--- src/hw/rtl/kpe_pkg.sv ---
// Package: widths, codes, item and state types of the keepalive probe engine.
`default_nettype none

package kpe_pkg;

	localparam int unsigned OpW       = 2;
	localparam int unsigned TimeW     = 64;
	localparam int unsigned GenW      = 32;
	localparam int unsigned AddrW     = 48;
	localparam int unsigned ByteW     = 8;
	localparam int unsigned LenW      = 16;
	localparam int unsigned IntervalW = 16;
	localparam int unsigned MissW     = 8;
	localparam int unsigned CfgIdxW   = 4;
	localparam int unsigned CfgDataW  = 16;

	localparam logic [OpW-1:0] OP_START = 2'd0;
	localparam logic [OpW-1:0] OP_TICK  = 2'd1;
	localparam logic [OpW-1:0] OP_FRAME = 2'd2;

	localparam logic [ByteW-1:0] FAMILY_KEEPALIVE = 8'h03;
	localparam logic [ByteW-1:0] OPC_ASK          = 8'h51;
	localparam logic [ByteW-1:0] OPC_REPLY        = 8'h52;

	localparam logic [CfgIdxW-1:0] REG_PROBE_INTERVAL = 4'd0;
	localparam logic [CfgIdxW-1:0] REG_MISS_LIMIT     = 4'd1;

	localparam logic [IntervalW-1:0] PROBE_INTERVAL_RST = 16'd1000;
	localparam logic [MissW-1:0]     MISS_LIMIT_RST     = 8'd3;

	typedef struct packed {
		logic [OpW-1:0]   op;
		logic [TimeW-1:0] now_ms;
		logic             session_live;
		logic [GenW-1:0]  session_gen;
		logic [AddrW-1:0] session_peer_addr;
		logic [AddrW-1:0] own_addr;
		logic             parse_ok;
		logic [ByteW-1:0] frame_family;
		logic [ByteW-1:0] frame_opcode;
		logic [LenW-1:0]  frame_payload_len;
		logic [AddrW-1:0] frame_src_addr;
		logic [AddrW-1:0] frame_dst_addr;
	} in_item_t;

	typedef struct packed {
		logic             status;
		logic             action_valid;
		logic             action_is_reply;
		logic [AddrW-1:0] action_dst;
		logic [AddrW-1:0] action_src;
		logic [GenW-1:0]  action_gen;
		logic             disconnected;
		logic             ask_taken;
		logic             reply_taken;
	} out_item_t;

	typedef struct packed {
		logic [CfgIdxW-1:0]  index;
		logic [CfgDataW-1:0] wdata;
	} cfg_wr_t;

	typedef struct packed {
		logic [IntervalW-1:0] probe_interval_ms;
		logic [MissW-1:0]     miss_limit;
	} cfg_t;

	typedef struct packed {
		logic             running;
		logic [AddrW-1:0] peer_addr;
		logic [AddrW-1:0] local_addr;
		logic [GenW-1:0]  latched_gen;
		logic [TimeW-1:0] next_probe_time;
		logic [TimeW-1:0] last_time;
		logic [MissW-1:0] missed_count;
	} eng_state_t;

endpackage

`default_nettype wire

--- src/hw/rtl/kpe_in_if.sv ---
// Interface: input item channel.
`default_nettype none

interface kpe_in_if import kpe_pkg::*; ();
	logic     valid;
	logic     ready;
	in_item_t data;

	modport source(output valid, output data, input ready);
	modport sink(input valid, input data, output ready);
endinterface

`default_nettype wire

--- src/hw/rtl/kpe_out_if.sv ---
// Interface: result item channel.
`default_nettype none

interface kpe_out_if import kpe_pkg::*; ();
	logic      valid;
	logic      ready;
	out_item_t data;

	modport source(output valid, output data, input ready);
	modport sink(input valid, input data, output ready);
endinterface

`default_nettype wire

--- src/hw/rtl/kpe_cfg_if.sv ---
// Interface: configuration write channel.
`default_nettype none

interface kpe_cfg_if import kpe_pkg::*; ();
	logic    valid;
	logic    ready;
	cfg_wr_t data;

	modport source(output valid, output data, input ready);
	modport sink(input valid, input data, output ready);
endinterface

`default_nettype wire

--- src/hw/rtl/kpe_cfg_regs.sv ---
// Configuration registers: probe interval and miss limit.
`default_nettype none

module kpe_cfg_regs import kpe_pkg::*; (
	input  logic       clk,
	input  logic       arst_n,
	kpe_cfg_if.sink    cfg,
	output cfg_t       cfg_val
);

	cfg_t cfg_q;

	assign cfg.ready = 1'b1;
	assign cfg_val   = cfg_q;

	always_ff @(posedge clk or negedge arst_n) begin
		if (!arst_n) begin
			cfg_q.probe_interval_ms <= PROBE_INTERVAL_RST;
			cfg_q.miss_limit        <= MISS_LIMIT_RST;
		end else if (cfg.valid && cfg.ready) begin
			case (cfg.data.index)
				REG_PROBE_INTERVAL: cfg_q.probe_interval_ms <= cfg.data.wdata[IntervalW-1:0];
				REG_MISS_LIMIT:     cfg_q.miss_limit        <= cfg.data.wdata[MissW-1:0];
				default:            cfg_q                   <= cfg_q;
			endcase
		end
	end

endmodule

`default_nettype wire

--- src/hw/rtl/kpe_engine.sv ---
// Engine: session state registers and the per-item decision logic.
`default_nettype none

module kpe_engine import kpe_pkg::*; (
	input  logic      clk,
	input  logic      arst_n,
	input  logic      fire,
	input  in_item_t  item,
	input  cfg_t      cfg_val,
	output out_item_t res
);

	eng_state_t st_q;
	eng_state_t st_d;
	logic [TimeW:0] sum;
	logic           ovf;
	logic           current;
	logic           backwards;
	logic           frame_bad;

	assign sum = {1'b0, item.now_ms} + {{(TimeW + 1 - IntervalW){1'b0}}, cfg_val.probe_interval_ms};
	assign ovf = sum[TimeW];
	assign backwards = item.now_ms < st_q.last_time;
	assign current = st_q.running && item.session_live &&
		(st_q.latched_gen == item.session_gen) &&
		(st_q.peer_addr == item.session_peer_addr) &&
		(st_q.local_addr == item.own_addr);
	assign frame_bad = !item.parse_ok || !st_q.running ||
		(item.frame_family != FAMILY_KEEPALIVE) ||
		((item.frame_opcode != OPC_ASK) && (item.frame_opcode != OPC_REPLY)) ||
		(item.frame_payload_len != '0) ||
		(item.frame_src_addr != st_q.peer_addr) ||
		(item.frame_dst_addr != st_q.local_addr);

	always_comb begin
		st_d = st_q;
		res  = '0;
		case (item.op)
			OP_START: begin
				st_d = '0;
				if (!item.session_live || (item.session_gen == '0) ||
					(item.session_peer_addr == '0) || (item.own_addr == '0) || ovf) begin
					res.status = 1'b1;
				end else begin
					st_d.running         = 1'b1;
					st_d.peer_addr       = item.session_peer_addr;
					st_d.local_addr      = item.own_addr;
					st_d.latched_gen     = item.session_gen;
					st_d.next_probe_time = item.now_ms;
					st_d.last_time       = item.now_ms;
				end
			end
			OP_TICK: begin
				if (backwards) begin
					res.status = 1'b1;
				end else begin
					st_d.last_time = item.now_ms;
					if (st_q.running) begin
						if (!current) begin
							st_d.running         = 1'b0;
							st_d.next_probe_time = '0;
							st_d.missed_count    = '0;
						end else if (item.now_ms >= st_q.next_probe_time) begin
							if ((st_q.missed_count >= cfg_val.miss_limit) || ovf) begin
								st_d.running         = 1'b0;
								st_d.next_probe_time = '0;
								st_d.missed_count    = '0;
								res.disconnected     = 1'b1;
							end else begin
								st_d.missed_count    = MissW'(st_q.missed_count + 1'b1);
								st_d.next_probe_time = sum[TimeW-1:0];
								res.action_valid     = 1'b1;
								res.action_dst       = st_q.peer_addr;
								res.action_src       = st_q.local_addr;
								res.action_gen       = st_q.latched_gen;
							end
						end
					end
				end
			end
			OP_FRAME: begin
				if (backwards) begin
					res.status = 1'b1;
				end else if (st_q.running && !current) begin
					st_d.last_time       = item.now_ms;
					st_d.running         = 1'b0;
					st_d.next_probe_time = '0;
					st_d.missed_count    = '0;
				end else if (frame_bad) begin
					res.status = 1'b1;
				end else if (item.frame_opcode == OPC_ASK) begin
					if (ovf) begin
						res.status = 1'b1;
					end else begin
						st_d.last_time       = item.now_ms;
						st_d.missed_count    = '0;
						st_d.next_probe_time = sum[TimeW-1:0];
						res.ask_taken        = 1'b1;
						res.action_valid     = 1'b1;
						res.action_is_reply  = 1'b1;
						res.action_dst       = st_q.peer_addr;
						res.action_src       = st_q.local_addr;
						res.action_gen       = st_q.latched_gen;
					end
				end else begin
					st_d.last_time     = item.now_ms;
					st_d.missed_count  = '0;
					res.reply_taken    = 1'b1;
				end
			end
			default: begin
				res.status = 1'b1;
			end
		endcase
	end

	always_ff @(posedge clk or negedge arst_n) begin
		if (!arst_n) begin
			st_q <= '0;
		end else if (fire) begin
			st_q <= st_d;
		end
	end

	a_disc_stops: assert property (@(posedge clk) disable iff (!arst_n)
		fire && res.disconnected |=> !st_q.running)
		else $error("engine still running after disconnect");
	a_action_ok: assert property (@(posedge clk) disable iff (!arst_n)
		fire && res.action_valid |-> !res.status && !res.disconnected)
		else $error("action issued with invalid status or disconnect");
	a_action_runs: assert property (@(posedge clk) disable iff (!arst_n)
		fire && res.action_valid |=> st_q.running)
		else $error("engine stopped after issuing an action");

endmodule

`default_nettype wire

--- src/hw/rtl/keepalive_probe_engine.sv ---
// Top level: keepalive probe engine with input register and result register.
`default_nettype none

// Keepalive probe engine. Items of kind start, tick or received frame enter on req
// and each gives exactly one result on rsp. One item is accepted every clock cycle
// unless rsp stalls with both registers full. Each item passes the input register,
// then the decision logic into the result register; all session state is updated in
// one pass, so consecutive items see each other's effects with no gap. A stalled
// rsp holds one result while one more item waits in the input register. The
// configuration channel is always ready and should be written only while no item is
// in flight; writes to indexes other than the two registers are ignored.
module keepalive_probe_engine import kpe_pkg::*; (
	input  logic       clk,
	input  logic       arst_n,
	kpe_cfg_if.sink    cfg,
	kpe_in_if.sink     req,
	kpe_out_if.source  rsp
);

	cfg_t      cfg_val;
	in_item_t  item_s1;
	logic      valid_s1;
	out_item_t eng_res;
	out_item_t res_s2;
	logic      res_valid_s2;
	logic      advance;

	assign advance   = valid_s1 && (!res_valid_s2 || rsp.ready);
	assign req.ready = !valid_s1 || advance;
	assign rsp.valid = res_valid_s2;
	assign rsp.data  = res_s2;

	kpe_cfg_regs u_cfg (
		.clk     (clk),
		.arst_n  (arst_n),
		.cfg     (cfg),
		.cfg_val (cfg_val)
	);

	kpe_engine u_engine (
		.clk     (clk),
		.arst_n  (arst_n),
		.fire    (advance),
		.item    (item_s1),
		.cfg_val (cfg_val),
		.res     (eng_res)
	);

	always_ff @(posedge clk or negedge arst_n) begin
		if (!arst_n) begin
			valid_s1 <= 1'b0;
		end else if (req.ready) begin
			valid_s1 <= req.valid;
		end
	end

	always_ff @(posedge clk) begin
		if (req.valid && req.ready) begin
			item_s1 <= req.data;
		end
	end

	always_ff @(posedge clk or negedge arst_n) begin
		if (!arst_n) begin
			res_valid_s2 <= 1'b0;
		end else if (!res_valid_s2 || rsp.ready) begin
			res_valid_s2 <= valid_s1;
		end
	end

	always_ff @(posedge clk) begin
		if (advance) begin
			res_s2 <= eng_res;
		end
	end

	a_hold_s1: assert property (@(posedge clk) disable iff (!arst_n)
		valid_s1 && res_valid_s2 && !rsp.ready |=> valid_s1 && $stable(item_s1))
		else $error("input register item lost during output stall");
	a_res_src: assert property (@(posedge clk) disable iff (!arst_n)
		$rose(res_valid_s2) |-> $past(valid_s1))
		else $error("result appeared with no item in the input register");
	a_stall_why: assert property (@(posedge clk) disable iff (!arst_n)
		!req.ready |-> valid_s1 && res_valid_s2 && !rsp.ready)
		else $error("input stalled while a stage was free");

endmodule

`default_nettype wire

--- src/flat_wrapper.sv ---
// flat-port wrapper written by rule: the top's interface ports become plain ports
module keepalive_probe_engine_flat import kpe_pkg::*;
  (clk, arst_n, cfg_valid, cfg_data, cfg_ready, req_valid, req_data, req_ready, rsp_valid, rsp_data, rsp_ready);
  kpe_cfg_if cfg_i ();
  kpe_in_if req_i ();
  kpe_out_if rsp_i ();
  input  logic clk;
  input  logic arst_n;
  input wire logic [$bits(cfg_i.valid)-1:0] cfg_valid;
  input wire logic [$bits(cfg_i.data)-1:0] cfg_data;
  output wire logic [$bits(cfg_i.ready)-1:0] cfg_ready;
  input wire logic [$bits(req_i.valid)-1:0] req_valid;
  input wire logic [$bits(req_i.data)-1:0] req_data;
  output wire logic [$bits(req_i.ready)-1:0] req_ready;
  output wire logic [$bits(rsp_i.valid)-1:0] rsp_valid;
  output wire logic [$bits(rsp_i.data)-1:0] rsp_data;
  input wire logic [$bits(rsp_i.ready)-1:0] rsp_ready;
  assign cfg_i.valid = cfg_valid;
  assign cfg_i.data = cfg_data;
  assign cfg_ready = cfg_i.ready;
  assign req_i.valid = req_valid;
  assign req_i.data = req_data;
  assign req_ready = req_i.ready;
  assign rsp_valid = rsp_i.valid;
  assign rsp_data = rsp_i.data;
  assign rsp_i.ready = rsp_ready;
  keepalive_probe_engine u_core (.clk(clk), .arst_n(arst_n), .cfg(cfg_i), .req(req_i), .rsp(rsp_i));
endmodule
--- config.mk ---
export PLATFORM = sky130hd
export DESIGN_NAME = keepalive_probe_engine_flat
export DESIGN_NICKNAME = d
export VERILOG_FILES = /design/src/hw/rtl/kpe_pkg.sv /design/src/hw/rtl/kpe_in_if.sv /design/src/hw/rtl/kpe_out_if.sv /design/src/hw/rtl/kpe_cfg_if.sv /design/src/hw/rtl/kpe_cfg_regs.sv /design/src/hw/rtl/kpe_engine.sv /design/src/hw/rtl/keepalive_probe_engine.sv /design/src/flat_wrapper.sv
export SDC_FILE = /design/constraint.sdc
export NUM_CORES = 2
export LEC_CHECK = 0
export BUFFER_PORTS_ARGS = -buffer_cell sky130_fd_sc_hd__buf_2
export CAP_MARGIN = 0
export CORE_ASPECT_RATIO = 0.7
export CORE_MARGIN = 3
export CORE_UTILIZATION = 43
export CTS_BUF_LIST = sky130_fd_sc_hd__clkbuf_8
export DETAILED_ROUTE_END_ITERATION = 12
export PLACE_DENSITY = 0.67
export SYNTH_ARGS = -nofsm -noshare
export SYNTH_HDL_FRONTEND = slang
export SYNTH_SLANG_ARGS = --single-unit
--- constraint.sdc ---
create_clock -name clk -period 10 [get_ports clk]
set_input_delay 0.5 -clock clk [delete_from_list [all_inputs] [get_ports clk]]
set_output_delay 0.5 -clock clk [all_outputs]
set_load 0.005 [all_outputs]
==> flow_metrics.py <==
metrics = {
    "clock_tree": {
        "cts_setup_buffers": 0,
        "clock_insertion_delay_worst_skew_ns": 0.76,
        "ctsLongestPathBuffers": 3,
        "cts_buffers": 116,
        "clock-root-buffer": "clkbuf_8",
        "tritoncts_num_sinks": 748,
        "cts_tree": "done",
        "ctsHoldBuffers": 342,
        "cts-htree-levels": 3,
        "clkSlewWorstSetupHoldPaths_ns": 0.06,
        "number_of_cells_upsized_or_downsized_after_cts": 0,
    },
    "grt": {
        "grt_start_max_net_pins": 145,
        "grt_remaining_overflow": 0,
        "vias_in_the_first_global_route": 26900,
        "grt_pass1_wl_mm": 178,
        "grt_usage_pct": 28.4,
        "number_of_antenna_violations_at_the_first_check_in_global_routing": 11,
    },
    "yosys": {
        "async_reset_ff_share_pct": 38.9,
        "post_synth.cell_area_avg_sq_um": 11.6,
        "postSynthRegisterBits": 748,
        "ys_dominant_reg_cell": "edfxtp_1",
        "synthDistinctLibCells": 71,
        "synth_sequential_area_ratio_pct": 60.7,
        "mappedNetlistArea_sq_mm": 0.0346,
        "synth_top_area_share_pct": 39.6,
        "netlist.top_cell.by_area": "edfxtp_1",
        "synth_enable_flop_cells": 457,
        "synth.net_count": 3501,
        "synth_area_leaders": "edfxtp_1, dfrtp_1, ha_1",
        "syn_inst": 2995,
        "synth_warnings": 0,
    },
    "worst_setup_path": {
        "timing.critical_path.max_delay_family": "compound AO/OA/AOI/OAI gates",
        "crit_buf_inv": 2,
        "cp_max_fo": 54,
        "ws_path_type": "flop to flop",
        "crit_chain": "ha_1, inv_1, fa_1, nor2b_1, o2111ai_1, a211oi_1, o311ai_1, nand2_4, nand2_1, o21ai_1, or2_1, buf_4, o21ai_0",
        "timing.critical_path.to_type": "flop",
        "critical_path.max_stage_delay_ns": 0.84,
        "cp_data_arrival_time_ns": 5.71,
        "cp_slowest_cell": "a211oi_1",
        "cp_data_required_time_ns": 10.57,
        "crit_path_start_kind": "flop",
    },
    "layout": {
        "filler_cell_count": 6693,
        "post-route-util_pct": 55.4,
        "syn_to_final_growth_pct": 26.8,
        "final_layout_size_suffix_gt1_share_pct": 17.9,
        "finalInstanceArea_sq_mm": 0.0439,
        "layout.nets": 4364,
    },
    "pwr": {
        "post-layout-total-power_w": 0.00850,
        "total_leakage_power_nw": 18.4,
        "power-per-cell-area_mw_per_mm2": 194,
        "ir_worst_vdd_uv": 140,
    },
    "drt": {
        "remaining_drc_errors": 0,
        "avgRoutedWirePerCell_microns": 24.2,
        "route.detailed.vias_per_inst": 5.48,
        "detailedRoute.firstIterationViolations": 3178,
        "final_antenna_net_count": 0,
        "detail_route.first_pass.iterations": 5,
        "detail_route.wirelength_mm": 121,
        "vias": 27500,
    },
    "status": {
        "run_status": "finished clean",
    },
    "die": {
        "die-area_sq_mm": 0.0840,
        "io_pins": 486,
        "die_width_microns": 345,
        "floorplan.die.height_microns": 243,
        "floorplan.initialDensity_pct": 43.7,
        "floorplan.core_area_sq_mm": 0.0792,
        "floorplan.rows": 86,
    },
    "place": {
        "numPortBuffers": 484,
        "finalWeightedCongestion": 0.986,
        "detailed_place_hpwl_mm": 86.3,
        "placement.cell_area_sq_mm": 0.0382,
        "pre_cts_slack_ns": 5.11,
    },
    "timing": {
        "rsz0062_at_grt": "false",
        "timing_worst_slew_pin_value_ns": 1.23,
        "fin_crit_ns": 5.14,
        "timing.final.ws_setup_ns": 4.86,
        "timing.clock.skew_ns": 0.0526,
        "totalNegativeSetupSlack_ns": 0,
        "fmax_mhz": 194,
        "maxSlewHeadroom_pct": 17.3,
        "setup_viol_count_final": 0,
        "finalCritPeriodShare_pct": 51.4,
        "final_max_slew_viol_count": 0,
        "final-hold-violation-count": 0,
    },
    "worst_hold_path": {
        "hold_path.class": "primary input to flop",
    },
    "job": {
        "cap_viol_max_count": 0,
    },
}
## final timing paths
kind | startpoint | end | slack [ns] | depth (start not counted)
worst max-delay path | u_core.item_s1[258] | u_core.u_engine.st_q[99] | 4.86 | 13
worst min-delay path | rsp_ready | u_core.rsp.valid | 0.13 | 3
worst max register to register | u_core.item_s1[258] | u_core.u_engine.st_q[99] | 4.86 | 13
worst min register to register | u_core.u_engine.st_q[40] | u_core.u_engine.st_q[40] | 0.48 | 2
max in group asynchronous | arst_n | u_core.u_cfg.cfg_val[3] | 7.89 | 4
min in group asynchronous | arst_n | u_core.u_engine.st_q[119] | 0.32 | 2
## routing by layer
metal / wire (microns) / part of all wire [%] / GRT usage [%]
met5: 41 / 0.034 / 0
met4: 2630 / 2.2 / 7.21
met3: 15000 / 12 / 10.0
met2: 49700 / 41 / 39.0
met1: 54200 / 45 / 42.4
## synthesized netlist by cell type, drive strengths merged, types with 23 or more instances
master / number
nor2b: 53
nand3: 52
xor2: 131
nand2b: 39
nand4: 67
ha: 156
mux2: 23
a221oi: 24
and2: 136
xnor2: 79
nor4: 98
o21ai: 236
edfxtp: 457
inv: 188
nor2: 54
clkbuf: 90
nand2: 478
o22ai: 31
dfrtp: 283
a21oi: 77
## kinds of logic (layout without fill, tap and decap cells)
logic type	after synthesis	after routing	synth area share [%]
xor+xnor	210	210	5.31
mux	23	23	0.748
simple gates	1061	1061	15.3
compound gates	505	505	8.98
flops	748	748	60.7
other cells	1	10	0.0108
fa+ha+maj	157	157	5.70
buf+inv	290	1256	3.24
## report_power, final
| part | internal, W | leakage (nW) | switching, W |
|---|---|---|---|
| Combinational | 0.000723 | 8.78 | 0.00104 |
| Clock | 0.00129 | 1.39 | 0.00129 |
| Sequential | 0.00374 | 8.21 | 0.000415 |
| Total | 0.00575 | 18.4 | 0.00274 |
## registers in the layout (all words and copies together), names as in the netlist
name                  cells
u_core.item_s1          324
u_core.u_engine.st_q    265
u_core.rsp.data         133
u_core.u_cfg.cfg_val     24
u_core.rsp.valid          1
u_core.valid_s1           1
## cell type report
class	count	area (sq um)	area share [%]
flip-flops and latches	748	21000	47.9
multi-input cells	1957	12500	28.5
repair buffers	847	6030	13.7
clock buffers	124	1710	3.89
well taps	1056	1320	3.01
inverters	188	706	1.61
clock inverters	97	581	1.32
diodes	9	22.5	0.0513
## worst reg2reg max path: cells and delay by family (launching register included)
kind | cells | cell delay (ns)
AOI/OAI and AO/OA | 5 | 2.35
and+or+nand+nor | 4 | 1.17
adders and majority gates | 2 | 0.59
buffers and inverters | 2 | 0.44
DFF | 1 | 0.43
## through the flow
step                instances  hold WS [ns]
global route             5021         0.103
floorplan                2995         0.204
CTS                      5017        0.0490
global placement         4454         0.460
detailed placement       4454         0.468
finish                   5026         0.132
## placed cells by master (no fill, tap or decap), drive strengths merged, types with 6 or more instances in the layout
master	instances
a211oi	8
a21oi	77
o2bb2ai	6
and2	136
a21o	20
o2111ai	11
inv	251
and3	22
nor4	98
dfstp	8
nand2	478
clkinv	27
nor2	54
ha	156
a221oi	24
nand3	52
edfxtp	457
diode	9
nor3	22
o211ai	8
dlygate4sd3	342
o21ai	236
clkbuf	124
or2	6
o21a	9
nor2b	53
mux2	23
nand2b	39
buf	505
xor2	131
a2111oi	14
o31ai	17
dfrtp	283
and4	15
o22ai	31
nand4	67
xnor2	79
Power figures use the tool's default switching activity.
